File: src/rtl/tds_pkg.sv
package tds_pkg;

	localparam int MAX_ROWS = 64;
	localparam int DATA_WIDTH = 32;
	localparam int FRAC_BITS = 16;
	localparam int ROW_W = $clog2(MAX_ROWS);
	localparam int IDX_W = 6;
	localparam int PROD_W = 2 * DATA_WIDTH;
	localparam int QUO_W = DATA_WIDTH + FRAC_BITS;
	localparam int DIV_STEPS = QUO_W;
	localparam int CNT_W = $clog2(DIV_STEPS + 1);

	typedef logic signed [DATA_WIDTH-1:0] data_t;

	typedef struct packed {
		data_t sub_diag;
		data_t main_diag;
		data_t super_diag;
		data_t rhs_value;
		logic final_row;
	} row_t;

	typedef struct packed {
		data_t solution_value;
		logic [IDX_W-1:0] row_index;
		logic singular;
		logic last_out;
	} sol_t;

	typedef struct packed {
		logic load;
		logic mul;
		logic sub;
		logic div_init;
		logic div_step;
		logic store;
		logic emit;
		logic rd;
		logic bmul;
		logic bsub;
		logic clear;
		logic [ROW_W-1:0] addr;
	} cmd_t;

	typedef struct packed {
		logic out_free;
	} status_t;

	function automatic logic [DATA_WIDTH-1:0] mag(input data_t v);
		logic [DATA_WIDTH-1:0] m;
		m = v[DATA_WIDTH-1] ? (~v + 1'b1) : v;
		return m;
	endfunction

	// Sign and magnitude to a value saturated to the data range.
	function automatic data_t sat_mag(input logic neg, input logic [PROD_W-1:0] m);
		logic [PROD_W-1:0] lim;
		data_t r;
		lim = {{(PROD_W-DATA_WIDTH+1){1'b0}}, {(DATA_WIDTH-1){1'b1}}};
		if (neg) begin
			if (m > lim + 1'b1)
				r = {1'b1, {(DATA_WIDTH-1){1'b0}}};
			else
				r = ~m[DATA_WIDTH-1:0] + 1'b1;
		end else begin
			if (m > lim)
				r = {1'b0, {(DATA_WIDTH-1){1'b1}}};
			else
				r = m[DATA_WIDTH-1:0];
		end
		return r;
	endfunction

	function automatic data_t fx_mul(input data_t x, input data_t y);
		logic [PROD_W-1:0] p;
		p = PROD_W'(mag(x)) * PROD_W'(mag(y));
		return sat_mag(x[DATA_WIDTH-1] ^ y[DATA_WIDTH-1], p >> FRAC_BITS);
	endfunction

	function automatic data_t fx_sub(input data_t x, input data_t y);
		logic [DATA_WIDTH:0] d;
		data_t r;
		d = {x[DATA_WIDTH-1], x} - {y[DATA_WIDTH-1], y};
		if (d[DATA_WIDTH] != d[DATA_WIDTH-1])
			r = d[DATA_WIDTH] ? {1'b1, {(DATA_WIDTH-1){1'b0}}} : {1'b0, {(DATA_WIDTH-1){1'b1}}};
		else
			r = d[DATA_WIDTH-1:0];
		return r;
	endfunction

endpackage

File: src/rtl/tds_ctrl.sv
module tds_ctrl import tds_pkg::*; (
	input logic clk,
	input logic arst_n,
	input logic row_valid,
	input logic final_row,
	output logic row_stall,
	input status_t status,
	output cmd_t cmd
);

	typedef enum logic [3:0] {
		S_IDLE, S_MUL, S_SUB, S_DIVI, S_DIV, S_STORE, S_EMIT, S_RD, S_BMUL, S_BSUB
	} state_t;

	state_t state_q;
	logic [ROW_W-1:0] row_q;
	logic last_q;
	logic [CNT_W-1:0] cnt_q;

	always_ff @(posedge clk or negedge arst_n) begin
		if (!arst_n) begin
			state_q <= S_IDLE;
			row_q <= '0;
			last_q <= 1'b0;
			cnt_q <= '0;
		end else begin
			unique case (state_q)
				S_IDLE: begin
					if (row_valid) begin
						last_q <= final_row || (row_q == ROW_W'(MAX_ROWS - 1));
						state_q <= S_MUL;
					end
				end
				S_MUL: state_q <= S_SUB;
				S_SUB: state_q <= S_DIVI;
				S_DIVI: begin
					cnt_q <= CNT_W'(DIV_STEPS - 1);
					state_q <= S_DIV;
				end
				S_DIV: begin
					if (cnt_q == '0)
						state_q <= S_STORE;
					else
						cnt_q <= cnt_q - 1'b1;
				end
				S_STORE: begin
					if (last_q) begin
						state_q <= S_EMIT;
					end else begin
						row_q <= row_q + 1'b1;
						state_q <= S_IDLE;
					end
				end
				S_EMIT: begin
					if (status.out_free) begin
						if (row_q == '0) begin
							state_q <= S_IDLE;
						end else begin
							row_q <= row_q - 1'b1;
							state_q <= S_RD;
						end
					end
				end
				S_RD: state_q <= S_BMUL;
				S_BMUL: state_q <= S_BSUB;
				S_BSUB: state_q <= S_EMIT;
				default: state_q <= S_IDLE;
			endcase
		end
	end

	assign row_stall = (state_q != S_IDLE);

	always_comb begin
		cmd = '0;
		cmd.addr = row_q;
		cmd.load = (state_q == S_IDLE) && row_valid;
		cmd.mul = (state_q == S_MUL);
		cmd.sub = (state_q == S_SUB);
		cmd.div_init = (state_q == S_DIVI);
		cmd.div_step = (state_q == S_DIV);
		cmd.store = (state_q == S_STORE);
		cmd.emit = (state_q == S_EMIT) && status.out_free;
		cmd.clear = cmd.emit && (row_q == '0);
		cmd.rd = (state_q == S_RD);
		cmd.bmul = (state_q == S_BMUL);
		cmd.bsub = (state_q == S_BSUB);
	end

	a_emit_free: assert property (@(posedge clk) disable iff (!arst_n)
		cmd.emit |-> status.out_free) else $error("emit while output register busy");
	a_accept_stalls: assert property (@(posedge clk) disable iff (!arst_n)
		(row_valid && !row_stall) |=> row_stall) else $error("second row taken during a solve");
	a_end_resets_row: assert property (@(posedge clk) disable iff (!arst_n)
		cmd.clear |=> (row_q == '0) && !row_stall) else $error("run did not end cleanly");
	a_div_length: assert property (@(posedge clk) disable iff (!arst_n)
		cmd.div_init |=> cmd.div_step && (cnt_q == CNT_W'(DIV_STEPS - 1)))
		else $error("divider count not loaded");

endmodule

File: config.mk
export PLATFORM = sky130hd
export DESIGN_NAME = tds_ctrl
export DESIGN_NICKNAME = d
export VERILOG_FILES = /design/src/rtl/tds_pkg.sv /design/src/rtl/tds_ctrl.sv
export SDC_FILE = /design/constraint.sdc
export NUM_CORES = 1
export LEC_CHECK = 0
export BUFFER_PORTS_ARGS = -buffer_cell sky130_fd_sc_hd__buf_2
export CAP_MARGIN = 15
export CELL_PAD_IN_SITES_DETAIL_PLACEMENT = 1
export CELL_PAD_IN_SITES_GLOBAL_PLACEMENT = 1
export CORE_ASPECT_RATIO = 0.6
export CORE_UTILIZATION = 40
export DETAILED_ROUTE_END_ITERATION = 8
export PLACE_DENSITY_LB_ADDON = 0.05
export SLEW_MARGIN = 20
export SYNTH_ARGS = -nofsm -noshare
export SYNTH_HDL_FRONTEND = slang
export SYNTH_SLANG_ARGS = --single-unit
File: constraint.sdc
create_clock -name clk -period 3 [get_ports clk]
set_clock_uncertainty 0.15 [all_clocks]
set_input_delay 0.15 -clock clk [delete_from_list [all_inputs] [get_ports clk]]
set_output_delay 0.15 -clock clk [all_outputs]
set_load 0.05 [all_outputs]
==> results of run 1 <==
==> registers in the layout, indices dropped and copies added (netlist names) <==
| signal | flops |
|---|---|
| cnt_q | 6 |
| row_q | 6 |
| state_q | 4 |
| last_q | 1 |
==> metal layers <==
layer | GRT usage | up-vias
li1 | - | 487
met1 | 0.374 | 502
met2 | 0.327 | 25
met3 | 0.0570 | 2
met4 | 0.0360 | 0
met5 | 0 | -
==> critical path: cells and delay by family, from the launching register on <==
kind                     cells  cell delay [ns]
flip-flops                   1             0.70
AND/OR/NAND/NOR              3             0.69
XOR/XNOR                     2             0.32
adder cells (fa/ha/maj)      1             0.23
AO/OA/AOI/OAI                1             0.11
==> per-stage QoR <==
| step | worst slack, ns | instance area, µm² |
|---|---|---|
| 3_3_place_gp | 0.840 | 1270 |
| 4_1_cts | 0.707 | 1330 |
| 5_1_grt | 0.531 | 1330 |
| 6_report | 0.698 | 1330 |
| 2_1_floorplan | 0.604 | 1140 |
| 3_5_place_dp | 0.701 | 1270 |
==> area by class of cell <==
type                    count  share of cell area
inverters                   4              0.0113
clock buffers               3              0.0312
repair buffers             24              0.0963
clock inverters             1             0.00378
multi-input cells          95               0.506
flip-flops and latches     17               0.321
well taps                  32              0.0302
==> cells in the final DEF (no fill, tap or decap), types with 4 or more instances in the layout <==
cell type / n
nor2_1: 12
inv_1: 4
xor2_1: 4
nand2_1: 6
xnor2_1: 4
buf_2: 22
dfrtp_1: 17
nor3_1: 6
a21oi_1: 5
nand2b_1: 5
o22ai_1: 4
==> kinds of logic (layout without fill, tap and decap cells) <==
kind of cell | Yosys count | after routing | share of synthesized area
simple gates | 55 | 55 | 0.300
compound gates | 25 | 25 | 0.156
flops | 17 | 17 | 0.374
buf+inv | 10 | 32 | 0.0352
xor+xnor | 8 | 8 | 0.0617
mux | 4 | 4 | 0.0396
fa+ha+maj | 3 | 3 | 0.0330
==> worst min-delay path by stage <==
| stage | start | endpoint | slack (ns) | depth (start not counted) |
|---|---|---|---|---|
| 5_1_grt | final_row | last_q | 0.09 | 3 |
| 3_5_place_dp | arst_n | row_q[5] | -0.04 | 1 |
| 6_report | final_row | last_q | 0.04 | 3 |
| 4_1_cts | final_row | last_q | 0.05 | 3 |
| 2_1_floorplan | arst_n | cnt_q[0] | -0.30 | 0 |
| 3_3_place_gp | arst_n | row_q[5] | -0.05 | 1 |
==> flow_summary_export.csv, run 1 <==
group,metric,value,unit
logic_synthesis,yosysWarningCount,0,
critical_path,critPathMostFrequentCell,"xnor2_1",
die,ios,23,
logic_synthesis,synth.avg_cell_area,9.31,µm²
die,fp.dieW,70.8,µm
finish,drive_above_1_share,0.264,
finish,multiInputGateArea,671,µm²
critical_path,path_cells,"nand4bb_1 -> xnor2_1 -> ha_1 -> or3_1 -> nor3_1 -> o22ai_1 -> xnor2_1",
sta,hold_violations,0,
finish,nets,153,
critical_path,critPathMaxFanout,17,
clock_network,clock_sinks,17,
critical_path,crit_path_end,"row_q[4]",
sta,fin_crit,2.30,ns
logic_synthesis,synth_top_area_frac,0.374,
critical_path,critPathLaunch,"state_q[1]",
critical_path,endpoint_kind,"flop",
finish,area_delta_synth_final,16.6,%
clock_network,cts_buffers,3,
clock_network,insertion_delay,0.26,ns
logic_synthesis,synth_flop_cell,"dfrtp_1",
routing,wl_met1,1.67,mm
routing,routed_wl,3.08,mm
sta,clock.fmax,434,MHz
placement,port-buffer-count,22,
sta,relSlewSlack,0.625,
logic_synthesis,syn_inst,122,
routing,wl_per_cell,17.5,µm
clock_network,cts_resized,0,
critical_path,reg2reg_depth,7,
logic_synthesis,ys_types,42,
critical_path,rr_startpoint,"state_q[1]",
routing,drt_iter0_drc,31,
sta,setup_viol,0,
routing,dr.max_layer_used,"met4",
global_route,grt_max_degree,18,
logic_synthesis,synth_edf_count,0,
critical_path,arrival,2.29,ns
placement,dp_cells,171,
die,start_util,0.438,
logic_synthesis,synthesis.area,1140,µm²
global_route,grt_pass1_wl,5.41,mm
global_route,grt_pass1_vias,1032,
sta,slew_violations,0,
global_route,overflow,0,
run,cap_viol_max_count,0,
critical_path,r2r_end,"row_q[4]",
critical_path,slowest_delay,0.70,ns
outcome,status,"finished, final reports clean",
logic_synthesis,yosys-top-cells-count,"17 x dfrtp_1, 12 x nor2_1, 6 x nand2_1, 6 x nor3_1",
placement,hpwl,2.35,mm
logic_synthesis,ys_ff_latch,17,
routing,wl_met2,1.24,mm
global_route,antenna_found_initial,0,
critical_path,r2r_slack,0.70,ns
clock_network,clockBufferDepth,2,
finish,antenna_cells,0,
routing,vias_per_cell,5.77,
die,die-area,3060,µm²
die,die_h,43.3,µm
logic_synthesis,synthArstFlopShare,1.00,
critical_path,start_kind,"flop",
logic_synthesis,synth_top_area_cell,"dfrtp_1",
finish,utilization,0.511,
clock_network,cts_hold_buf,1,
clock_network,post_cts_buffers,0,
clock_network,cts_tree,"done",
sta,finalHoldWorstSlack,0.0369,ns
finish,finalNonFillerCells,176,
sta,fin_crit_sh,0.767,
logic_synthesis,netlist_top_cells_area,"dfrtp_1 37%, nor2_1 4.0%, ha_1 3.3%",
critical_path,worstPathRequired,2.99,ns
routing,num_vias,1016,
routing,dr.pass1.iters,4,
finish,area.sequential,425,µm²
sta,rsz0062_at_grt,"no",
sta,tns,0,ns
logic_synthesis,seq_area_frac_synth,0.374,
die,rows,14,
die,core_area,2590,µm²
routing,drcViolationCount,0,
critical_path,critPathKind,"reg -> reg",
clock_network,clk_pin_slew,0.07,ns
critical_path,slowest_stage,"dfrtp_1",
sta,tightest_slew,0.563,ns
routing,route.met3.wl,152,µm
logic_synthesis,synth.most_common_cell,"dfrtp_1",
finish,fill_cells,301,
logic_synthesis,postSynthNetCount,130,
worst_hold_path,min_path_type,"in -> reg",
clock_network,cts-root-buf,"clkbuf_8",
routing,ant_nets,0,
global_route,grt_use_total,0.238,
placement,gp_congestion,0.788,
clock_network,htreeDepth,1,
Power of run 1 is not shown: default switching activity piles up to over one toggle a cycle in this logic, so the estimate is an artifact.
==> run 2: changes to the inputs <==
- CORE_UTILIZATION: 40 -> 36
- clock period: 3 -> 2.1 ns (I/O delays scaled with it)
==> flow_summary_export.csv, run 2 (synthesis gave the netlist of run 1 again) <==
group,metric,value,unit
outcome,status,"finished, final reports clean",
critical_path,slowest_stage,"dfrtp_1",
critical_path,r2r_end,"row_q[4]",
sta,clock.fmax,506,MHz
sta,fin_crit_sh,0.941,
critical_path,r2r_slack,0.12,ns
global_route,grt_max_degree,18,
sta,fin_crit,1.98,ns
clock_network,clk_pin_slew,0.07,ns
placement,hpwl,2.57,mm
global_route,grt_use_total,0.225,
finish,antenna_cells,0,
critical_path,rr_startpoint,"state_q[0]",
routing,ant_nets,0,
die,ios,23,
critical_path,critPathLaunch,"state_q[0]",
sta,tightest_slew,0.369,ns
critical_path,worstPathRequired,2.09,ns
routing,num_vias,1077,
critical_path,reg2reg_depth,7,
global_route,antenna_found_initial,0,
finish,area_delta_synth_final,29.8,%
finish,reg.largest.list,"cnt_q (6), row_q (6), state_q (4)",
sta,relSlewSlack,0.751,
placement,gp_congestion,0.824,
die,start_util,0.388,
clock_network,cts_buffers,3,
sta,slew_violations,0,
worst_hold_path,min_path_type,"in -> async",
placement,port-buffer-count,22,
die,die-area,3390,µm²
critical_path,start_kind,"flop",
finish,final_common_cell,"buf_2",
critical_path,arrival,1.96,ns
critical_path,critPathKind,"reg -> reg",
critical_path,critPathMaxFanout,4,
critical_path,endpoint_kind,"flop",
clock_network,clock_sinks,17,
sta,finalHoldWorstSlack,0.156,ns
critical_path,slowest_delay,0.39,ns
sta,hold_violations,0,
finish,nets,166,
critical_path,critPathMostFrequentCell,"xnor2_1",
die,fp.dieW,74.5,µm
routing,dr.pass1.iters,4,
finish,layout_common_cells,"22 x buf_2, 17 x dfrtp_1, 13 x buf_4, 11 x nor2_1, 6 x nand2_1",
clock_network,htreeDepth,1,
die,rows,15,
sta,setup_viol,0,
routing,drcViolationCount,0,
routing,vias_per_cell,5.41,
clock_network,insertion_delay,0.25,ns
critical_path,critPathBufInv,0,
routing,drt_iter0_drc,69,
die,die_h,45.5,µm
critical_path,crit_path_end,"row_q[4]",
finish,utilization,0.504,
critical_path,path_cells,"nand4bb_4 -> xnor2_1 -> ha_1 -> or3_1 -> nor3_2 -> o22ai_1 -> xnor2_1",
critical_path,crit_family,"simple AND/OR/NAND/NOR gates",
global_route,grt_pass1_wl,5.46,mm
routing,wl_per_cell,16.8,µm
finish,drive_above_1_share,0.350,
clock_network,post_cts_buffers,0,
global_route,grt_pass1_vias,1043,
die,core_area,2930,µm²
clock_network,clockBufferDepth,2,
clock_network,cts-root-buf,"clkbuf_8",
sta,rsz0062_at_grt,"no",
critical_path,cp.depth,7,
global_route,overflow,0,
routing,routed_wl,3.35,mm
clock_network,cts_tree,"done",
run,cap_viol_max_count,0,
## run 2: final cells by class
class                           count  area [µm²]
Sequential cell                    17         425
Inverter                            4        15.0
Timing Repair Buffer               37         228
Multi-Input combinational cell     95         709
Clock buffer                        4        45.0
Fill cell                         362        1450
Tap cell                           42        52.6
## run 2: what timing repair did
action,CTS,global route
hold endpoints to repair,18,0
hold buffers,2,0
gates resized for setup,0,2
setup endpoints to repair,0,1
## run 2: how the worst min path moves through the flow
stage / start / end / depth (start not counted)
6_report: arst_n / state_q[2] / 2
5_1_grt: row_valid / last_q / 3
4_1_cts: row_valid / last_q / 3
3_5_place_dp: arst_n / state_q[2] / 1
3_3_place_gp: arst_n / state_q[2] / 1
2_1_floorplan: arst_n / cnt_q[0] / 0
## run 2: per-layer routing
layer  share of wire  GRT usage
met1            0.52      0.337
met2            0.43      0.330
met3           0.047     0.0553
met4          0.0024     0.0415
met5               0          0
## run 2: per-stage QoR
| step | instances | setup slack (ns) | setup TNS [ns] | area [µm²] |
|---|---|---|---|---|
| floorplan | 122 | -0.108 | -0.140 | 1150 |
| detailed placement | 193 | 0.0909 | 0 | 1390 |
| global placement | 193 | 0.217 | 0 | 1390 |
| finish | 199 | 0.123 | 0 | 1480 |
| global route | 199 | 0.0295 | 0 | 1480 |
| CTS | 199 | 0.0796 | 0 | 1450 |
## run 2: worst reg2reg max path, stage by stage (launching register included)
cell and delay, ns:
dfrtp_1 0.39, nand4bb_4 0.25, xnor2_1 0.15, ha_1 0.23, or3_1 0.33, nor3_2 0.12
o22ai_1 0.10, xnor2_1 0.15
Power of run 2 is left out for the same reason.
==> run 3: changes to the inputs <==
- PLACE_DENSITY: unset -> 0.71
- PLACE_DENSITY_LB_ADDON: 0.05 -> unset
==> flow_summary_export.csv, run 3 (synthesis gave the netlist of run 1 again) <==
group,metric,value,unit
outcome,status,"finished, final reports clean",
finish,final_common_cell,"buf_2",
global_route,grt_pass1_vias,1006,
clock_network,cts_buffers,3,
die,rows,15,
global_route,antenna_found_initial,0,
die,die_h,45.5,µm
placement,gp_congestion,0.909,
clock_network,htreeDepth,1,
sta,slew_violations,0,
die,fp.dieW,74.5,µm
die,die-area,3390,µm²
clock_network,clk_pin_slew,0.07,ns
power,power_density,1910,nW/µm²
critical_path,arrival,1.71,ns
sta,rsz0062_at_grt,"no",
critical_path,slowest_delay,0.40,ns
power,clkPwrFrac,0.091,
critical_path,critPathBufInv,3,
die,start_util,0.388,
routing,wl_per_cell,16.4,µm
power,vdd_drop_max,0.700,mV
critical_path,endpoint_kind,"primary output",
critical_path,slowest_stage,"dfrtp_1",
finish,drive_above_1_share,0.346,
finish,utilization,0.502,
clock_network,cts_tree,"done",
clock_network,clock_sinks,17,
routing,drt_iter0_drc,66,
global_route,grt_max_degree,18,
critical_path,critPathLaunch,"state_q[2]",
finish,reg.largest.list,"cnt_q (6), row_q (6), state_q (4)",
critical_path,critPathMaxFanout,12,
finish,area.sequential,425,µm²
sta,setup_viol,0,
global_route,grtUsageMet2,0.306,
placement,port-buffer-count,22,
finish,antenna_cells,0,
worst_hold_path,hp-start,"row_valid",
clock_network,insertion_delay,0.26,ns
clock_network,cts_resized,0,
worst_hold_path,min_path_type,"in -> reg",
critical_path,critPathKind,"reg -> out",
critical_path,worstPathRequired,1.85,ns
finish,fill_cells,361,
finish,multiInputGateArea,688,µm²
die,ios,23,
critical_path,start_kind,"flop",
finish,nets,168,
finish,area_delta_synth_final,29.3,%
critical_path,crit_family,"buffers and inverters",
global_route,overflow,0,
sta,clock.fmax,509,MHz
finish,layout_common_cells,"22 x buf_2, 17 x dfrtp_1, 15 x buf_4, 11 x nor2_1, 6 x nand2_1",
clock_network,cts-root-buf,"clkbuf_8",
power,seq_power_share,0.248,
global_route,grt_pass1_wl,5.28,mm
critical_path,rr_startpoint,"state_q[3]",
sta,hold_violations,0,
routing,num_vias,1074,
global_route,grt.busiest_layer,"met1",
run,cap_viol_max_count,0,
routing,dr.pass1.iters,4,
power,p_leak,0.685,nW
power,p_sw,0.00150,W
sta,setup_ws,0.136,ns
sta,fin_crit_sh,0.935,
routing,vias_per_cell,5.34,
sta,tightest_slew,0.441,ns
clock_network,clockBufferDepth,2,
global_route,grt_use_met1,0.339,
clock_network,post_cts_buffers,0,
global_route,grtUsageMet3,0.0553,
routing,ant_nets,0,
placement,dp_slack,0.160,ns
placement,hpwl,2.60,mm
clock_network,cts_hold_buf,2,
sta,fin_crit,1.96,ns
power,swShare,0.534,
routing,drcViolationCount,0,
global_route,grt_use_total,0.219,
die,core_area,2930,µm²
critical_path,path_cells,"buf_4 -> nor2_1 -> nand3_1 -> inv_1 -> buf_2",
power,p_int,0.00130,W
routing,routed_wl,3.30,mm
power,p_comb_frac,0.661,
sta,relSlewSlack,0.702,
power,finalPower,0.00280,W
==> run 3: cell count changes in the layout (fill, tap and decap cells not counted) <==
cell and change:
buf_4 +2, nand4bb_1 +1, nand4bb_4 -1, nor3_1 +1
nor3_2 -1
==> run 3: cell type report <==
class,instances,share of cell area
timing repair buffer,39,0.165
inverter,4,0.0102
tap,42,0.0358
multi-input combinational,95,0.468
clock buffer,4,0.0307
sequential,17,0.290
==> run 3: power groups by stage <==
stage          clock network [W]  logic [W]  registers [W]
3_5_place_dp                   0    0.00184       0.000695
5_1_grt                 0.000280    0.00199       0.000720
2_1_floorplan                  0    0.00109       0.000868
3_3_place_gp                   0    0.00178       0.000680
4_1_cts                 0.000267    0.00185       0.000691
6_report                0.000256    0.00185       0.000694
==> run 3: metrics by stage <==
step / cells / hold WS (ns) / setup TNS, ns / cell area, µm²
2_1_floorplan: 122 / -0.341 / -0.140 / 1150
3_3_place_gp: 195 / -0.0877 / 0 / 1400
3_5_place_dp: 195 / -0.0889 / 0 / 1400
4_1_cts: 201 / 0.0842 / 0 / 1470
5_1_grt: 201 / 0.111 / 0 / 1470
6_report: 201 / 0.0827 / 0 / 1470
==> run 3: final timing paths <==
check	endpoint	slack, ns	depth (start not counted)
worst max register to register	row_q[4]	0.14	7
min in group asynchronous	cnt_q[3]	0.16	2
max in group asynchronous	row_q[2]	1.36	2
worst max-delay path	cmd[13]	0.14	5
worst min register to register	cnt_q[4]	0.33	1
worst min-delay path	last_q	0.08	3
==> run 3: per-layer routing <==
metal | wire length [µm] | up-vias
li1 | - | 519
met1 | 1780 | 527
met2 | 1360 | 26
met3 | 152 | 2
met4 | 4 | 0
met5 | 0 | -
==> run 3: worst register-to-register path: cells and delay by family (launching register included) <==
kind / cells / cell delay (ns)
and+or+nand+nor: 3 / 0.69
AOI/OAI and AO/OA: 1 / 0.10
xor gates and xnor gates: 2 / 0.28
DFF: 1 / 0.40
adders and majority gates: 1 / 0.24
Note: power is estimated with default switching activity, not from simulation.
